`src/rtl/core/quaternion_alu_assert.svh`:
```
// Assertion macros for the quaternion ALU
`ifndef QUATERNION_ALU_ASSERT_SVH
`define QUATERNION_ALU_ASSERT_SVH
`ifndef SYNTHESIS
`define QA_ASSERT_IMP(label, clk, rst, a, c, msg) \
  label: assert property (@(posedge clk) disable iff (rst) (a) |-> (c)) else $error(msg);
`define QA_ASSERT_NEXT(label, clk, rst, a, c, msg) \
  label: assert property (@(posedge clk) disable iff (rst) (a) |=> (c)) else $error(msg);
`else
`define QA_ASSERT_IMP(label, clk, rst, a, c, msg)
`define QA_ASSERT_NEXT(label, clk, rst, a, c, msg)
`endif
`endif

```
`src/rtl/core/qalu_pkg.sv`:
```
// Shared types and constants for the quaternion ALU
package qalu_pkg;
  localparam int FracBitsDefault = 16;
  localparam int LimitDefault    = 7;

  typedef enum logic [3:0] {
    OP_LOAD = 4'd0, OP_ADD = 4'd1, OP_SUB = 4'd2, OP_MUL = 4'd3,
    OP_CONJ = 4'd4, OP_INV = 4'd5, OP_CROSS = 4'd6, OP_DOT = 4'd7,
    OP_NORM = 4'd8, OP_MAG = 4'd9, OP_MAGSQ = 4'd10, OP_UNIT = 4'd11,
    OP_IDENT = 4'd12, OP_NOP13 = 4'd13, OP_NOP14 = 4'd14, OP_NOP15 = 4'd15
  } op_t;

  typedef enum logic [2:0] {
    ST_IDLE, ST_MULT, ST_SUM, ST_SQRT, ST_DIV, ST_DONE
  } state_t;

  // lane control from the sequencer
  typedef struct packed {
    logic start;
    logic use_div;
  } lane_ctl_t;

  function automatic logic signed [31:0] sat32(input logic signed [71:0] v);
    if (v > 72'sd2147483647) return 32'sh7fffffff;
    if (v < -72'sd2147483648) return 32'sh80000000;
    return v[31:0];
  endfunction
endpackage

```
`src/rtl/core/qalu_sqrt.sv`:
```
// Serial square root, two radicand bits per cycle, rounded to nearest
module qalu_sqrt import qalu_pkg::*; (
  input  logic        clk,
  input  logic        rst,
  input  logic        start,
  input  logic [63:0] rad,
  output logic [32:0] root,
  output logic        busy
);
  logic [63:0] v, r, bitm;
  logic [5:0]  cnt;

  always_ff @(posedge clk) begin
    if (rst) begin
      busy <= 1'b0;
      cnt  <= '0;
    end else if (start) begin
      busy <= 1'b1;
      v    <= rad;
      r    <= '0;
      bitm <= 64'h4000000000000000;
      cnt  <= 6'd32;
    end else if (busy) begin
      if (v >= r + bitm) begin
        v <= v - (r + bitm);
        r <= (r >> 1) + bitm;
      end else begin
        r <= r >> 1;
      end
      bitm <= bitm >> 2;
      cnt  <= cnt - 6'd1;
      if (cnt == 6'd1) busy <= 1'b0;
    end
  end

  // v now holds s - r*r
  assign root = (v > r) ? 33'(r) + 33'd1 : 33'(r);
endmodule

```
`config.mk`:
```
export PLATFORM = sky130hd
export DESIGN_NAME = qalu_sqrt
export DESIGN_NICKNAME = d
export VERILOG_FILES = /design/src/rtl/core/quaternion_alu_assert.svh /design/src/rtl/core/qalu_pkg.sv /design/src/rtl/core/qalu_sqrt.sv
export SDC_FILE = /design/constraint.sdc
export NUM_CORES = 1
export LEC_CHECK = 0
export ABC_AREA = 0
export BUFFER_PORTS_ARGS = -buffer_cell sky130_fd_sc_hd__buf_2
export CAP_MARGIN = 10
export CORE_MARGIN = 5
export CORE_UTILIZATION = 40
export DETAILED_ROUTE_END_ITERATION = 8
export GPL_TIMING_DRIVEN = 1
export MAX_ROUTING_LAYER = met4
export PLACE_DENSITY = 0.63
export SETUP_SLACK_MARGIN = 0.2
export SYNTH_ARGS = -nofsm -noshare
export SYNTH_HDL_FRONTEND = slang
export SYNTH_SLANG_ARGS = --single-unit
```
`constraint.sdc`:
```
create_clock -name clk -period 11.5 [get_ports clk]
set_input_delay 0 -clock clk [delete_from_list [all_inputs] [get_ports clk]]
set_output_delay 0 -clock clk [all_outputs]
set_load 0.02 [all_outputs]
```
After elaboration in Yosys (flattened, before gate mapping)
Cells that the tools add are included.

word-level totals
  flip-flop bits (word level) = 167
  output and inout bits = 34
  logic and storage cells = 32

cells by class
  add/subtract/negate cells = 5
  $lt $le $gt $ge = 2
  equal/unequal tests = 1
  mux-type cells = 12
  bitwise operators = 1
  reductions and logical operators = 5

operators with widths
  kind                     number
  $mux W64                 5
  $add A63 B63 Y64         1
  $add A64 B63 Y64         1
  $ge A64 B64 Y1           1
  $gt A64 B64 Y1           1
  $sub A64 B64 Y64         1
  $mux W63                 1
  $add A33 B1 Y33 const B  1
  $mux W33                 1
  $mux W6                  2
  $eq A6 B1 Y1 const B     1
  $sub A6 B1 Y6 const B    1
  $reduce_bool A2 Y1       2
  $mux W1                  3
  $reduce_and A3 Y1        1
  $reduce_and A2 Y1        1
  $reduce_or A2 Y1         1
  $not A1 Y1               1

Depth between registers and ports, before layout
  depth after elaboration = 5
  depth in mapped cells = 24
  depth with buffers taken out = 21

Worst setup path after synthesis
No wires, ideal clock.

  path type = flip-flop to flip-flop
  from = register busy
  to = register v[0], enable pin
  setup time = 0.584 ns
  data arrival time = 9.548 ns
  required time = 10.916 ns
  slack = 1.368 ns
  cell stages (with the launch flop) = 4
  buffers on the path = 0
  clock period less this slack = 10.132 ns
  cells stage by stage = dfxtp_1 > nor2_1 > nor2_1 > a21boi_0

on the way
  cells in the longest elaborated chain, start to end = 2

ends and longest elaborated chain
  what                                 RTL line         text
  from (decl)                          qalu_sqrt.sv:8   output logic busy
  from (signal assigned)               qalu_sqrt.sv:15  busy <= 1'b0;
  from (signal assigned)               qalu_sqrt.sv:18  busy <= 1'b1;
  from (signal assigned)               qalu_sqrt.sv:32  if (cnt == 6'd1) busy <= 1'b0;
  $reduce_bool A2 Y1 (no source line)  n/a
  $reduce_and A3 Y1 (no source line)   n/a
  to (signal assigned)                 qalu_sqrt.sv:19  v <= rad;
  to (signal assigned)                 qalu_sqrt.sv:25  v <= v - (r + bitm);
  to (decl)                            qalu_sqrt.sv:10  logic [63:0] v, r, bitm;

Every way passes these cells.
A chain may end at the register's enable or synchronous reset.

Final worst setup path
  from = register r[6]
  to = register r[9], data pin

on the way
  cells in the longest elaborated chain, start to end = 4
  elaborated cells between the ends (all ways) = 5
  classes of those cells = add/sub: 2; order compare: 1; mux: 2

ends and longest elaborated chain
  what                    RTL line         text
  from (decl)             qalu_sqrt.sv:10
  from (signal assigned)  qalu_sqrt.sv:26  r <= (r >> 1) + bitm;
  from (signal assigned)  qalu_sqrt.sv:28  r <= r >> 1;
  $add A64 B63 Y64        qalu_sqrt.sv:24  if (v >= r + bitm) begin
  $ge A64 B64 Y1          qalu_sqrt.sv:24
  $mux W64 (*)            qalu_sqrt.sv:24
  $mux W64 (*)            qalu_sqrt.sv:23  end else if (busy) begin

Every way passes the cells marked *; elsewhere a longest branch is shown, timed or not. The select of a mux whose other input is x is not followed.

==> impl_metrics.env <==
export IMPL_grt_pass1_vias=16200
export IMPL_cp_top_family="compound AO/OA/AOI/OAI gates"
export IMPL_avgSynthCellArea_sq_um=8.25
export IMPL_cts_resized=0
export IMPL_place_area_sq_mm=0.0192
export IMPL_cts_hold_buffers_added=59
export IMPL_synth_cell_types=94
export IMPL_antennaDiodeCount=0
export IMPL_antenna_found_initial=0
export IMPL_initialDrtViolationCount=1824
export IMPL_slew_headroom=0.364
export IMPL_rsz0062_at_grt="false"
export IMPL_syn_num_nets=2492
export IMPL_grt_use_total=0.240
export IMPL_outcome="finished, final reports clean"
export IMPL_dieHeight_um=224
export IMPL_placementRows=78
export IMPL_grt_max_degree=121
export IMPL_wirelength_mm=61.1
export IMPL_peakVddDrop_v=0.000126
export IMPL_final_hold_viol_count=0
export IMPL_path_clk_slew_ps=80
export IMPL_synth_main_ff_cell="edfxtp_1"
export IMPL_setup_tns_ps=0
export IMPL_synth_largest_area_cell="edfxtp_1"
export IMPL_crit_top_cell="nand2_1"
export IMPL_cts_buffer_depth=2
export IMPL_layout_drive_gt1_share=0.0946
export IMPL_syn_area_sq_mm=0.0184
export IMPL_synth_edf_count=160
export IMPL_hold_path_class="in -> reg"
export IMPL_async_flop_share=0
export IMPL_ys_ff_latch=167
export IMPL_p_per_area_mw_per_mm2=152
export IMPL_n_fill_cell=4448
export IMPL_fin_ws_ps=4450
export IMPL_timing_critical_path_slowest_cell_delay_ps=690
export IMPL_cts_tree="yes"
export IMPL_fp_dieW_um=224
export IMPL_final_min_clock_period_ps=7050
export IMPL_cts_root_buf="clkbuf_16"
export IMPL_drc_errors=0
export IMPL_grt_pass1_wl_mm=93.5
export IMPL_vias=17700
export IMPL_io_pin_count=101
export IMPL_drv_slew=0
export IMPL_setup_viol=0
export IMPL_ys_seq_area_frac=0.269
export IMPL_place_ws_ps=4550
export IMPL_yosysWarnings=0
export IMPL_clock_sinks=167
export IMPL_cap_violations=0
export IMPL_path_class="reg -> reg"
export IMPL_worst_pin_slew_ps=954
export IMPL_start_util=0.405
export IMPL_synth_commonest_cells="nand2_1 (237), ha_1 (197), a21oi_1 (167)"
export IMPL_crit_chain="ha_1 -> nand2_1 -> o31ai_1 -> a211oi_1 -> o41ai_1 -> and3_1 -> o31a_1 -> o21ai_0 -> o21ai_0 -> xnor2_1 -> ha_1 -> and4_1 -> nand2_1 -> nor2_1 -> and2_2 -> nand2_1 -> a31oi_2 -> nor3_4 -> buf_4 -> or3_2 -> a21oi_1"
export IMPL_cp_start_kind="flip-flop"
export IMPL_ys_top_cells_by_area="edfxtp_1 (26%), ha_1 (13%), xnor2_1 (6.1%)"
export IMPL_clk_insertion_delay_late_ps=470
export IMPL_cp_num_buf_inv=1
export IMPL_core_sq_mm=0.0454
export IMPL_endpoint_kind="flip-flop"
export IMPL_viasPerCell=6.06
export IMPL_gr_total_overflow=0
export IMPL_synthCells=2227
export IMPL_finalInstanceArea_sq_mm=0.0204
export IMPL_die_area_sq_mm=0.0503
export IMPL_synth_top_area_frac=0.262
export IMPL_min_period_over_period=0.613
export IMPL_cellLeakagePower_nw=8.05
export IMPL_area_growth_pct=11.2
export IMPL_finalNetCount=2577
export IMPL_cp_data_required_time_ps=11680
export IMPL_htreeDepth=4
export IMPL_dr_pass1_iters=6
export IMPL_dp_hpwl_mm=48.0
export IMPL_crit_fanout=59
export IMPL_wl_per_cell_um=20.9
export IMPL_fin_util=0.450
export IMPL_critical_path_slowest_cell="buf_4"
export IMPL_cts_setup_buffers=0
export IMPL_place_congestion=0.946
export IMPL_yosysMostFrequentCell="nand2_1"
export IMPL_port_buffers=100
export IMPL_ant_nets=0
export IMPL_fmaxAchievable_ghz=0.142
export IMPL_worst_clock_skew_ps=13.6
export IMPL_cts_buffers=17
export IMPL_crit_arrival_ps=7230
metal layers:
| metal | wire, um | global-route usage |
|---|---|---|
| met1 | 30400 | 0.369 |
| met2 | 25200 | 0.339 |
| met3 | 4370 | 0.0249 |
| met4 | 1110 | 0.0548 |
| met5 | 0 | - |
cells by family after synthesis:
| kind of cell | after synthesis | synth area share |
|---|---|---|
| buffers and inverters | 204 | 0.0463 |
| and+or+nand+nor | 766 | 0.204 |
| AOI/OAI and AO/OA | 704 | 0.255 |
| muxes | 11 | 0.00640 |
| xor gates and xnor gates | 177 | 0.0844 |
| DFF | 167 | 0.269 |
| adders and majority gates | 198 | 0.135 |
metrics by stage:
step / total power [mW] / instances / hold WS (ps)
6_report: 3.10 / 2925 / 37.2
5_1_grt: 3.30 / 2925 / 41.2
4_1_cts: 3.08 / 2925 / 10.6
3_5_place_dp: 2.45 / 2834 / 283
3_3_place_gp: 2.43 / 2834 / 277
2_1_floorplan: 2.05 / 2227 / 69.1
flip-flops by register name (all words and copies together), names as in the netlist:
signal / flops
r: 64
busy: 1
cnt: 6
bitm: 32
v: 64
final cells by class:
class,instances,area (sq um),share of cell area
Clock buffer,17,425,0.0208
Multi-Input combinational cell,1856,12600,0.616
Inverter,101,379,0.0186
Clock inverter,15,169,0.00827
Tap cell,600,751,0.0368
Timing Repair Buffer,169,1170,0.0574
Sequential cell,167,4940,0.242
cells in the final DEF, fill, tap and decap left out, types with 59 or more instances in the layout:
master / synthesis / routed
nand4_1: 64 / 64
buf_2: 7 / 99
dlygate4sd3_1: 0 / 59
nand2_1: 237 / 237
o21ai_0: 155 / 155
xnor2_1: 127 / 127
nand3_1: 71 / 71
nor2_1: 158 / 157
ha_1: 197 / 197
a21oi_1: 167 / 167
inv_1: 100 / 100
a21o_1: 87 / 87
a31oi_1: 70 / 70
edfxtp_1: 160 / 160
report_power, final:
| part | switching, mW | leakage (nW) | total (mW) | internal (mW) |
|---|---|---|---|---|
| registers | 0.109 | 1.60 | 0.888 | 0.779 |
| logic | 0.998 | 6.17 | 1.61 | 0.607 |
| clock network | 0.283 | 0.282 | 0.608 | 0.325 |
path summary, 6_finish.rpt:
check               start  endpoint  slack [ps]  cells after the start
setup / recovery     r[6]      r[9]        4450                     21
hold / removal    rad[49]     v[49]          40                      3
setup reg to reg     r[6]      r[9]        4450                     21
hold reg to reg    cnt[5]      busy         510                      1
worst register-to-register path, cell delays in order, from the launching register on:
cell      delay (ps)
edfxtp_1         540
ha_1             400
nand2_1           90
o31ai_1          520
a211oi_1         230
o41ai_1          680
and3_1           320
o31a_1           200
o21ai_0          200
o21ai_0          280
xnor2_1          200
ha_1             400
and4_1           260
nand2_1          100
nor2_1            70
and2_2           210
nand2_1          110
a31oi_2          230
nor3_4           670
buf_4            700
or3_2            300
a21oi_1           60
(Power assumes the default switching activity.)
